==> src/rtl/gpps_pkg.sv <==
// Shared constants, phase codes and types of the gait phase perturbation sequencer.
`timescale 1ns / 1ps
`default_nettype none

package gpps_pkg;

  localparam int WINDOW_LEN_DEF = 5;
  localparam int POS_WIDTH_DEF  = 16;
  localparam int DIST_WIDTH     = 16;
  localparam int TYPE_WIDTH     = 2;
  localparam int PHASE_WIDTH    = 3;

  localparam int QUEUE_DEPTH = 2;
  localparam int QPTR_W      = 1;

  localparam logic [PHASE_WIDTH-1:0] PH_APPROACH    = 3'd0;
  localparam logic [PHASE_WIDTH-1:0] PH_AWAIT_FWD   = 3'd1;
  localparam logic [PHASE_WIDTH-1:0] PH_IN_FWD      = 3'd2;
  localparam logic [PHASE_WIDTH-1:0] PH_PERTURB     = 3'd3;
  localparam logic [PHASE_WIDTH-1:0] PH_AWAIT_CLEAR = 3'd4;
  localparam logic [PHASE_WIDTH-1:0] PH_HALTED      = 3'd5;

  localparam logic [TYPE_WIDTH-1:0] TYPE_NONE = 2'd0;

  // One classified sample as handed from the front end to the sequencer.
  typedef struct packed {
    logic                  halt;
    logic                  fwd;
    logic                  bwd;
    logic                  dist_le0;
    logic                  dist_ge0;
    logic [TYPE_WIDTH-1:0] ptype;
  } cls_t;

  // Queue handshake between the front end and the queue.
  typedef struct packed {
    logic push;
    cls_t data;
  } push_t;

  // Queue head as seen by the sequencer.
  typedef struct packed {
    logic avail;
    cls_t data;
  } head_t;

endpackage

`default_nettype wire

==> src/rtl/gpps_in_if.sv <==
// Input channel interface: one foot sample with patch information per item.
`timescale 1ns / 1ps
`default_nettype none

interface gpps_in_if
  import gpps_pkg::*;
#(
  parameter int POS_WIDTH = POS_WIDTH_DEF
) ();
  logic                         valid;
  logic                         ready;
  logic signed [POS_WIDTH-1:0]  foot_position;
  logic signed [DIST_WIDTH-1:0] patch_distance;
  logic [TYPE_WIDTH-1:0]        patch_type;
  logic                         quit_request;

  modport source (output valid, foot_position, patch_distance, patch_type, quit_request,
                  input ready);
  modport sink   (input valid, foot_position, patch_distance, patch_type, quit_request,
                  output ready);
endinterface

`default_nettype wire

==> src/rtl/gpps_out_if.sv <==
// Output channel interface: one sequencer result per item.
`timescale 1ns / 1ps
`default_nettype none

interface gpps_out_if
  import gpps_pkg::*;
();
  logic                   valid;
  logic                   ready;
  logic [TYPE_WIDTH-1:0]  perturb_level;
  logic                   moving_forward;
  logic                   moving_backward;
  logic [PHASE_WIDTH-1:0] phase;
  logic                   patch_done;

  modport source (output valid, perturb_level, moving_forward, moving_backward, phase,
                  patch_done, input ready);
  modport sink   (input valid, perturb_level, moving_forward, moving_backward, phase,
                  patch_done, output ready);
endinterface

`default_nettype wire

==> src/rtl/gait_phase_perturbation_sequencer.sv <==
// An accepted sample goes into the queue, then is popped into the registered phase and result.
// Throughput: one item per cycle unless output stalls; the window compare is combinational.
// The front end stalls only when the two-entry queue is full; the sequencer stalls on output.
// Reset (rst, synchronous) clears the window, flags, phase, queue and output valid.
// After a quit request every later item returns phase halted with the held outputs.
`timescale 1ns / 1ps
`default_nettype none

module gait_phase_perturbation_sequencer
  import gpps_pkg::*;
#(
  parameter int WINDOW_LEN = WINDOW_LEN_DEF,
  parameter int POS_WIDTH  = POS_WIDTH_DEF
) (
  input  wire logic  clk,
  input  wire logic  rst,
  gpps_in_if.sink    samples,
  gpps_out_if.source results
);

  push_t push;
  head_t head;
  logic  queue_full;
  logic  pop;

  gpps_front #(
    .WINDOW_LEN (WINDOW_LEN),
    .POS_WIDTH  (POS_WIDTH)
  ) u_front (
    .clk        (clk),
    .rst        (rst),
    .samples    (samples),
    .queue_full (queue_full),
    .push       (push)
  );

  gpps_queue u_queue (
    .clk  (clk),
    .rst  (rst),
    .push (push),
    .full (queue_full),
    .head (head),
    .pop  (pop)
  );

  gpps_back u_back (
    .clk     (clk),
    .rst     (rst),
    .head    (head),
    .pop     (pop),
    .results (results)
  );

endmodule

`default_nettype wire

==> src/rtl/gpps_front.sv <==
// Front end: accepts samples, keeps the position window and classifies the motion.
`timescale 1ns / 1ps
`default_nettype none

module gpps_front
  import gpps_pkg::*;
#(
  parameter int WINDOW_LEN = WINDOW_LEN_DEF,
  parameter int POS_WIDTH  = POS_WIDTH_DEF
) (
  input  wire logic  clk,
  input  wire logic  rst,
  gpps_in_if.sink    samples,
  input  wire logic  queue_full,
  output push_t      push
);

  logic signed [POS_WIDTH-1:0] window [WINDOW_LEN];
  logic signed [POS_WIDTH-1:0] window_next [WINDOW_LEN];
  logic                        halted;
  logic                        accept;
  logic                        halt_now;
  logic                        nondec;
  logic                        noninc;

  assign samples.ready = !queue_full;
  assign accept        = samples.valid && samples.ready;
  assign halt_now      = halted || samples.quit_request;

  always_comb begin
    for (int i = 0; i < WINDOW_LEN - 1; i++) begin
      window_next[i] = window[i + 1];
    end
    window_next[WINDOW_LEN - 1] = samples.foot_position;
  end

  // Each adjacent pair is compared independently, then the results are reduced.
  always_comb begin
    nondec = 1'b1;
    noninc = 1'b1;
    for (int i = 1; i < WINDOW_LEN; i++) begin
      if (window_next[i] < window_next[i - 1]) begin
        nondec = 1'b0;
      end
      if (window_next[i] > window_next[i - 1]) begin
        noninc = 1'b0;
      end
    end
  end

  always_comb begin
    push.push          = accept;
    push.data.halt     = halt_now;
    push.data.bwd      = nondec;
    push.data.fwd      = !nondec && noninc;
    push.data.dist_le0 = samples.patch_distance[DIST_WIDTH-1] ||
                         (samples.patch_distance == '0);
    push.data.dist_ge0 = !samples.patch_distance[DIST_WIDTH-1];
    push.data.ptype    = samples.patch_type;
  end

  always_ff @(posedge clk) begin
    if (rst) begin
      halted <= 1'b0;
      for (int i = 0; i < WINDOW_LEN; i++) begin
        window[i] <= '0;
      end
    end else if (accept) begin
      // Once halted the window is frozen until reset.
      if (halt_now) begin
        halted <= 1'b1;
      end else begin
        window <= window_next;
      end
    end
  end

endmodule

`default_nettype wire

==> src/rtl/gpps_queue.sv <==
// Short queue of classified samples between the front end and the sequencer.
`timescale 1ns / 1ps
`default_nettype none

module gpps_queue
  import gpps_pkg::*;
(
  input  wire logic clk,
  input  wire logic rst,
  input  push_t     push,
  output logic      full,
  output head_t     head,
  input  wire logic pop
);

  cls_t              entries [QUEUE_DEPTH];
  logic [QPTR_W-1:0] wr_ptr;
  logic [QPTR_W-1:0] rd_ptr;
  logic [QPTR_W:0]   count;
  logic              do_push;
  logic              do_pop;

  assign full       = (count == (QPTR_W + 1)'(QUEUE_DEPTH));
  assign head.avail = (count != '0);
  assign head.data  = entries[rd_ptr];
  assign do_push    = push.push && !full;
  assign do_pop     = pop && head.avail;

  always_ff @(posedge clk) begin
    if (do_push) begin
      entries[wr_ptr] <= push.data;
    end
  end

  always_ff @(posedge clk) begin
    if (rst) begin
      wr_ptr <= '0;
      rd_ptr <= '0;
      count  <= '0;
    end else begin
      if (do_push) begin
        wr_ptr <= (wr_ptr == QPTR_W'(QUEUE_DEPTH - 1)) ? '0 : wr_ptr + 1'b1;
      end
      if (do_pop) begin
        rd_ptr <= (rd_ptr == QPTR_W'(QUEUE_DEPTH - 1)) ? '0 : rd_ptr + 1'b1;
      end
      if (do_push && !do_pop) begin
        count <= count + 1'b1;
      end else if (do_pop && !do_push) begin
        count <= count - 1'b1;
      end
    end
  end

endmodule

`default_nettype wire

==> src/rtl/gpps_back.sv <==
// Back end: phase sequencer and the registered result output.
`timescale 1ns / 1ps
`default_nettype none

module gpps_back
  import gpps_pkg::*;
(
  input  wire logic  clk,
  input  wire logic  rst,
  input  head_t      head,
  output logic       pop,
  gpps_out_if.source results
);

  logic [PHASE_WIDTH-1:0] phase;
  logic [PHASE_WIDTH-1:0] phase_next;
  logic [TYPE_WIDTH-1:0]  perturb;
  logic [TYPE_WIDTH-1:0]  perturb_next;
  logic [TYPE_WIDTH-1:0]  latched;
  logic [TYPE_WIDTH-1:0]  latched_next;
  logic                   hold_fwd;
  logic                   hold_bwd;
  logic                   fwd_next;
  logic                   bwd_next;
  logic                   done_next;
  logic                   out_valid;
  logic                   out_free;
  cls_t                   r;

  assign r        = head.data;
  assign out_free = !out_valid || results.ready;
  assign pop      = head.avail && out_free;

  always_comb begin
    phase_next   = phase;
    perturb_next = perturb;
    latched_next = latched;
    fwd_next     = r.fwd;
    bwd_next     = r.bwd;
    done_next    = 1'b0;
    if (r.halt || (phase == PH_HALTED)) begin
      // Flags and perturb level stay as they were before the halt.
      phase_next = PH_HALTED;
      fwd_next   = hold_fwd;
      bwd_next   = hold_bwd;
    end else begin
      case (phase)
        PH_APPROACH: begin
          if (r.dist_le0 && (r.ptype != TYPE_NONE)) begin
            latched_next = r.ptype;
            phase_next   = PH_AWAIT_FWD;
          end
        end
        PH_AWAIT_FWD: begin
          if (r.fwd) begin
            phase_next = PH_IN_FWD;
          end
        end
        PH_IN_FWD: begin
          if (!r.fwd) begin
            perturb_next = latched;
            phase_next   = PH_PERTURB;
          end
        end
        PH_PERTURB: begin
          if (r.fwd) begin
            perturb_next = TYPE_NONE;
            phase_next   = PH_AWAIT_CLEAR;
          end
        end
        PH_AWAIT_CLEAR: begin
          if (r.dist_ge0) begin
            phase_next = PH_APPROACH;
            done_next  = 1'b1;
          end
        end
        default: begin
          phase_next = phase;
        end
      endcase
    end
  end

  always_ff @(posedge clk) begin
    if (rst) begin
      phase     <= PH_APPROACH;
      perturb   <= TYPE_NONE;
      latched   <= TYPE_NONE;
      hold_fwd  <= 1'b0;
      hold_bwd  <= 1'b0;
      out_valid <= 1'b0;
    end else begin
      if (pop) begin
        phase     <= phase_next;
        perturb   <= perturb_next;
        latched   <= latched_next;
        hold_fwd  <= fwd_next;
        hold_bwd  <= bwd_next;
        out_valid <= 1'b1;
      end else if (results.ready) begin
        out_valid <= 1'b0;
      end
    end
  end

  always_ff @(posedge clk) begin
    if (pop) begin
      results.perturb_level   <= perturb_next;
      results.moving_forward  <= fwd_next;
      results.moving_backward <= bwd_next;
      results.phase           <= phase_next;
      results.patch_done      <= done_next;
    end
  end

  assign results.valid = out_valid;

endmodule

`default_nettype wire

==> src/flat_wrapper.sv <==
// flat-port wrapper written by rule: the top's interface ports become plain ports
module gait_phase_perturbation_sequencer_flat import gpps_pkg::*;
#(
  parameter int WINDOW_LEN = WINDOW_LEN_DEF,
  parameter int POS_WIDTH  = POS_WIDTH_DEF
)
  (clk, rst, samples_valid, samples_foot_position, samples_patch_distance, samples_patch_type, samples_quit_request, samples_ready, results_valid, results_perturb_level, results_moving_forward, results_moving_backward, results_phase, results_patch_done, results_ready);
  gpps_in_if #(.POS_WIDTH(POS_WIDTH)) samples_i ();
  gpps_out_if results_i ();
  input  wire logic clk;
  input  wire logic rst;
  input wire logic [$bits(samples_i.valid)-1:0] samples_valid;
  input wire logic [$bits(samples_i.foot_position)-1:0] samples_foot_position;
  input wire logic [$bits(samples_i.patch_distance)-1:0] samples_patch_distance;
  input wire logic [$bits(samples_i.patch_type)-1:0] samples_patch_type;
  input wire logic [$bits(samples_i.quit_request)-1:0] samples_quit_request;
  output wire logic [$bits(samples_i.ready)-1:0] samples_ready;
  output wire logic [$bits(results_i.valid)-1:0] results_valid;
  output wire logic [$bits(results_i.perturb_level)-1:0] results_perturb_level;
  output wire logic [$bits(results_i.moving_forward)-1:0] results_moving_forward;
  output wire logic [$bits(results_i.moving_backward)-1:0] results_moving_backward;
  output wire logic [$bits(results_i.phase)-1:0] results_phase;
  output wire logic [$bits(results_i.patch_done)-1:0] results_patch_done;
  input wire logic [$bits(results_i.ready)-1:0] results_ready;
  assign samples_i.valid = samples_valid;
  assign samples_i.foot_position = samples_foot_position;
  assign samples_i.patch_distance = samples_patch_distance;
  assign samples_i.patch_type = samples_patch_type;
  assign samples_i.quit_request = samples_quit_request;
  assign samples_ready = samples_i.ready;
  assign results_valid = results_i.valid;
  assign results_perturb_level = results_i.perturb_level;
  assign results_moving_forward = results_i.moving_forward;
  assign results_moving_backward = results_i.moving_backward;
  assign results_phase = results_i.phase;
  assign results_patch_done = results_i.patch_done;
  assign results_i.ready = results_ready;
  gait_phase_perturbation_sequencer #(.WINDOW_LEN(WINDOW_LEN), .POS_WIDTH(POS_WIDTH)) u_core (.clk(clk), .rst(rst), .samples(samples_i), .results(results_i));
endmodule
==> config.mk <==
export PLATFORM = sky130hd
export DESIGN_NAME = gait_phase_perturbation_sequencer_flat
export DESIGN_NICKNAME = d
export VERILOG_FILES = /design/src/rtl/gpps_pkg.sv /design/src/rtl/gpps_in_if.sv /design/src/rtl/gpps_out_if.sv /design/src/rtl/gait_phase_perturbation_sequencer.sv /design/src/rtl/gpps_front.sv /design/src/rtl/gpps_queue.sv /design/src/rtl/gpps_back.sv /design/src/flat_wrapper.sv
export SDC_FILE = /design/constraint.sdc
export NUM_CORES = 1
export LEC_CHECK = 0
export BUFFER_PORTS_ARGS = -buffer_cell sky130_fd_sc_hd__buf_4
export CORE_MARGIN = 8
export CORE_UTILIZATION = 25
export DETAILED_ROUTE_END_ITERATION = 8
export SETUP_SLACK_MARGIN = 0.3
export SYNTH_ARGS = -nofsm -noshare
export SYNTH_HDL_FRONTEND = slang
export SYNTH_HIERARCHICAL = 1
export SYNTH_SLANG_ARGS = --single-unit
==> constraint.sdc <==
create_clock -name clk -period 3.4 [get_ports clk]
set_input_delay 0.68 -clock clk [delete_from_list [all_inputs] [get_ports clk]]
set_output_delay 0.68 -clock clk [all_outputs]
set_load 0.03 [all_outputs]
# == After elaboration in Yosys (flattened, before gate mapping) ==
# Memory sizes are Yosys's and may differ from the RTL's. A register that Yosys moved wholly into a read port is not among the register bits.
# Cells that the tools add are included.
# word_totals
reg_bits,87
n_memories,1
ramBits,14
output_inout_bits,10
# memory_table
memory,depth,width,rd,rd_clocked_by_memory_dff,wr,line,text
u_core.u_queue.entries,2,7,1,1,1,gpps_queue.sv:16,cls_t entries [QUEUE_DEPTH];
# classes
reduce_logical,28
bitwise,3
n_lt_le_gt_ge,8
n_mux,32
n_eq_ne,6
add_sub_neg,4
# op_table
operator,n
16-bit greater-than comparator,4
16-bit less-than comparator,4
1-bit two-way mux,19
3-bit two-way mux,6
16-bit zero test,1
3-bit case mux with 5 select lines,1
2-bit two-way mux,5
1-bit logical AND,8
2-bit nonzero test,4
3-bit by 2-bit == test with 1-bit output (second input constant),2
3-bit == test (second input constant),2
1-bit zero test,6
1-bit logical OR,4
2-bit case mux with 2 select lines,1
2-bit AND reduction,2
4-bit AND reduction,1
3-bit by 1-bit == test with 1-bit output (second input constant),1
3-bit zero test,1
1-bit inverter,3
1-bit adder (second input constant),2
2-bit by 1-bit adder with 2-bit output (second input constant),1
2-bit == test (second input constant),1
2-bit OR reduction,1
2-bit by 1-bit subtractor with 2-bit output (second input constant),1

# == Logic depth before layout (Yosys ltp) ==
# logic_depth
depth_word,8
mapped_depth,9
ltp_nobuf,9

# == By module ==
# Netlist, hierarchy kept.
# by_module_without_submodules
module,cells_per_inst,seq_area_each_um2,area_per_inst_um2,n_inst
gpps_front,531,1301.2,3951.3,1
gpps_back,78,440.4,834.6,1
gpps_queue,47,520.5,724.4,1

# == Worst setup path after synthesis ==
# No wires, ideal clock.
# synth_timing
path_kind,input to register
startpoint,input samples_foot_position[15]
endpoint,"memory u_core/u_queue/entries[0][5] in the netlist's numbering, data pin"
n_path_buf,0
stages,8
setup_time_ps,269
slack_ps,803
arrival_time_ps,2327
cell_sequence,ha_1 -> nand4_1 -> or4_1 -> a21oi_1 -> or4_1 -> mux2i_1 -> nor4_2 -> nor3_1
# synth_lines
element,line,text
"start, declared",flat_wrapper.sv:13,input wire logic [$bits(samples_i.foot_position)-1:0] samples_foot_position;
"end, declared",gpps_queue.sv:16,

==> impl_metrics.csv <==
group,metric,value,unit
outcome,outcome,"complete, no violations",
clock_tree,cts_sinks,102,
power,leakage,2.39,nW
timing,skew,9.57,ps
synth,yosysSeqAreaShare,0.411,
global_route,grt_max_degree,83,
setup_path,rrSetupSlack,540,ps
floorplan,coreArea,21800,um2
setup_path,ff2ff_path_depth,9,
floorplan,initial_core_util,0.253,
setup_path,start_kind,"input pin",
power,clkPwrFrac,0.283,
synth,syn_nets,760,
drt,wl_per_cell,12.1,um
timing,fmax,349,MHz
setup_path,crit_type,"in2reg",
synth,ys_ff_latch,102,
timing,rsz0062_at_grt,"false",
power,p_sw,1.17,mW
drt,drt_iter0_drc,171,
clock_tree,cts.repair.resized,0,
clock_tree,cts_setup_buffers,0,
setup_path,r2r-end,"u_core/u_queue/entries[0][5]",
floorplan,die_h,164,um
floorplan,rows,54,
layout,layout_commonest_cell,"nand2_1",
floorplan,dieWidth,164,um
timing,min_period,2860,ps
floorplan,die_area,27000,um2
drt,vias_per_cell,4.47,
synth,synth_cells,656,
setup_path,end_kind,"flip-flop",
flow_run,maxCapViolCount,0,
synth,synth_edf_count,22,
placement,dpl_cell_area,6090,um2
layout,most-common-layout-cells,"nand2_1, a21oi_1, dfxtp_1, inv_1, ha_1",
min_path,hold_path_depth,2,
placement,place.gp.congestion,0.781,
setup_path,crit_fanout,4,
clock_tree,root_buffer,"clkbuf_16",
layout,antenna_cells,0,
layout,fin_area,6380,um2
placement,portBuffers,48,
clock_tree,holdBufCountCts,0,
clock_tree,cts_htree_levels,3,
min_path,holdPathEnd,"u_core/u_front/window[52]",
timing,report.final.setup_viol,0,
clock_tree,clock_latency,350,ps
global_route,grt_pass1_vias,4052,
clock_tree,numCtsBuffers,9,
timing,finalHoldViolCount,0,
placement,dp_hpwl,8350,um
timing,relSlewSlack,0.396,
layout,syn2layout_area_growth,15.8,%
power,ir_drop,0.278,mV
global_route,grt-ovfl-total,0,
drt,drtAntennaViolNets,0,
setup_path,arrival,3030,ps
drt,dr.pass1.iters,4,
synth,postSynthAreaPerCell,8.40,um2
power,p_comb_frac,0.280,
floorplan,ios,49,
global_route,track_usage,0.0901,
synth,synth_cell_types,52,
setup_path,worstReg2RegStart,"u_core/u_front/window[15]",
drt,drc,0,
drt,route.vias.total,4349,
power,p_int,2.30,mW
clock_tree,cts_tree,"yes",
setup_path,crit_required,3570,ps
global_route,grt_pass1_wl,19900,um
min_path,min_from,"u_core/u_front/window[52]",
clock_tree,ctsLongestPathBuffers,2,
min_path,hp-class,"reg2reg",
timing,tightest_slew,906,ps
layout,nets,791,
timing,slew_viol_final,0,
timing,min_period_over_period,0.843,
drt,wirelength,11800,um
global_route,antenna_found_initial,0,
power,swShare,0.338,
synth,netlist_area,5510,um2
power,p_seq_frac,0.437,
clock_tree,cts.clk_slew.worst_paths,70,ps
synth,async_flop_share,0,
power,pwr_density_cell,544,nW/um2
synth,yosysWarnings,6,
timing,fin_tns_setup,0,ps
layout,drive_above_1_share,0.118,
synth,synth_ff_type,"dfxtp_1",
-- power groups by stage --
stage | sequential [mW] | clock (mW) | combinational [mW]
2_1_floorplan | 1.60 | 0 | 0.665
3_3_place_gp | 1.54 | 0 | 0.968
3_5_place_dp | 1.54 | 0 | 0.977
4_1_cts | 1.52 | 1.02 | 0.982
5_1_grt | 1.54 | 1.06 | 1.08
6_report | 1.52 | 0.983 | 0.971
-- logic make-up after synthesis --
kind of cell | share of synthesized area
simple gates | 0.188
compound gates | 0.139
buf+inv | 0.0774
flops | 0.411
fa+ha+maj | 0.148
mux | 0.0293
xor+xnor | 0.00795
-- synth_stat cells, types with 4 or more instances --
master    number  area, um2
nand2b_1       8       50.1
inv_1         75        282
nand2_1      145        544
buf_4          6       45.0
nand3_1        7       35.0
o211ai_1       4       30.0
mux2i_1        6       60.1
nor2_1        18       67.6
nor4_1         5       31.3
dfxtp_1       80       1600
nor2b_1        6       37.5
xor2_1         5       43.8
a21oi_1       94        470
o21ai_1        8       40.0
nand4_1       10       62.6
o21ai_0        5       25.0
nor3_1         5       25.0
clkbuf_1      18       67.6
a21o_1         6       45.0
ha_1          65        813
edfxtp_1      22        661
mux2_2         7       78.8
-- registers in the layout, summed over array words and instances (netlist names), named ones only --
register / flops
u_core/u_front/window: 64
u_core/u_queue/entries: 14
u_core/u_back/phase: 3
u_core/u_back/results.phase: 3
u_core/u_back/latched: 2
u_core/u_back/perturb: 2
u_core/u_back/results.perturb_level: 2
u_core/u_queue/count: 2
u_core/u_back/hold_bwd: 1
u_core/u_back/hold_fwd: 1
u_core/u_back/results.moving_backward: 1
u_core/u_back/results.moving_forward: 1
u_core/u_back/results.patch_done: 1
u_core/u_back/results.valid: 1
u_core/u_front/halted: 1
u_core/u_queue/rd_ptr: 1
u_core/u_queue/wr_ptr: 1
-- worst max path at each step --
| stage | depth (start not counted) | to | startpoint | slack (ps) |
|---|---|---|---|---|
| finish | 9 | u_core/u_queue/entries[0][5] | samples_foot_position[15] | 540 |
| global route | 9 | u_core/u_queue/entries[0][5] | u_core/u_front/window[15] | 340 |
| CTS | 9 | u_core/u_queue/entries[0][5] | u_core/u_front/window[15] | 540 |
| detailed placement | 9 | u_core/u_queue/entries[0][5] | samples_foot_position[15] | 190 |
| global placement | 9 | u_core/u_queue/entries[0][5] | samples_foot_position[15] | 260 |
| floorplan | 8 | u_core/u_queue/entries[0][5] | samples_foot_position[15] | 800 |
-- per-stage QoR --
step	instances	setup WS, ps	hold slack (ps)	power, mW	utilization
detailed placement	956	188	447	2.52	0.280
CTS	972	543	457	3.51	0.293
finish	972	535	457	3.47	0.293
global route	972	338	470	3.68	0.293
floorplan	656	803	436	2.26	-
global placement	956	256	442	2.51	0.280
-- per-layer routing --
layer | part of all wire | vias to the layer above | track usage | routed length, um
met5 | 0 | - | 0 | 0
met4 | 0.018 | 0 | 0.0348 | 216
met3 | 0.037 | 14 | 0.0209 | 432
met2 | 0.43 | 53 | 0.137 | 5110
met1 | 0.51 | 2011 | 0.122 | 6050
li1 | - | 2271 | - | -
-- critical path, stage by stage --
cell and delay, ps:
buf_4 110, ha_1 320, nand4_1 170, or4_1 610
a21oi_1 210, or4_1 150, mux2i_1 400, nor4_2 120
nor3_1 250
-- cell type report --
cell class                 instances  area, um2
fill                            2358      15400
multi-input combinational        449       2830
sequential                       102       2260
timing repair buffer              50        375
tap                              280        350
inverter                          75        282
clock buffer                       9        225
clock inverter                     7       58.8
(Power assumes the default switching activity.)
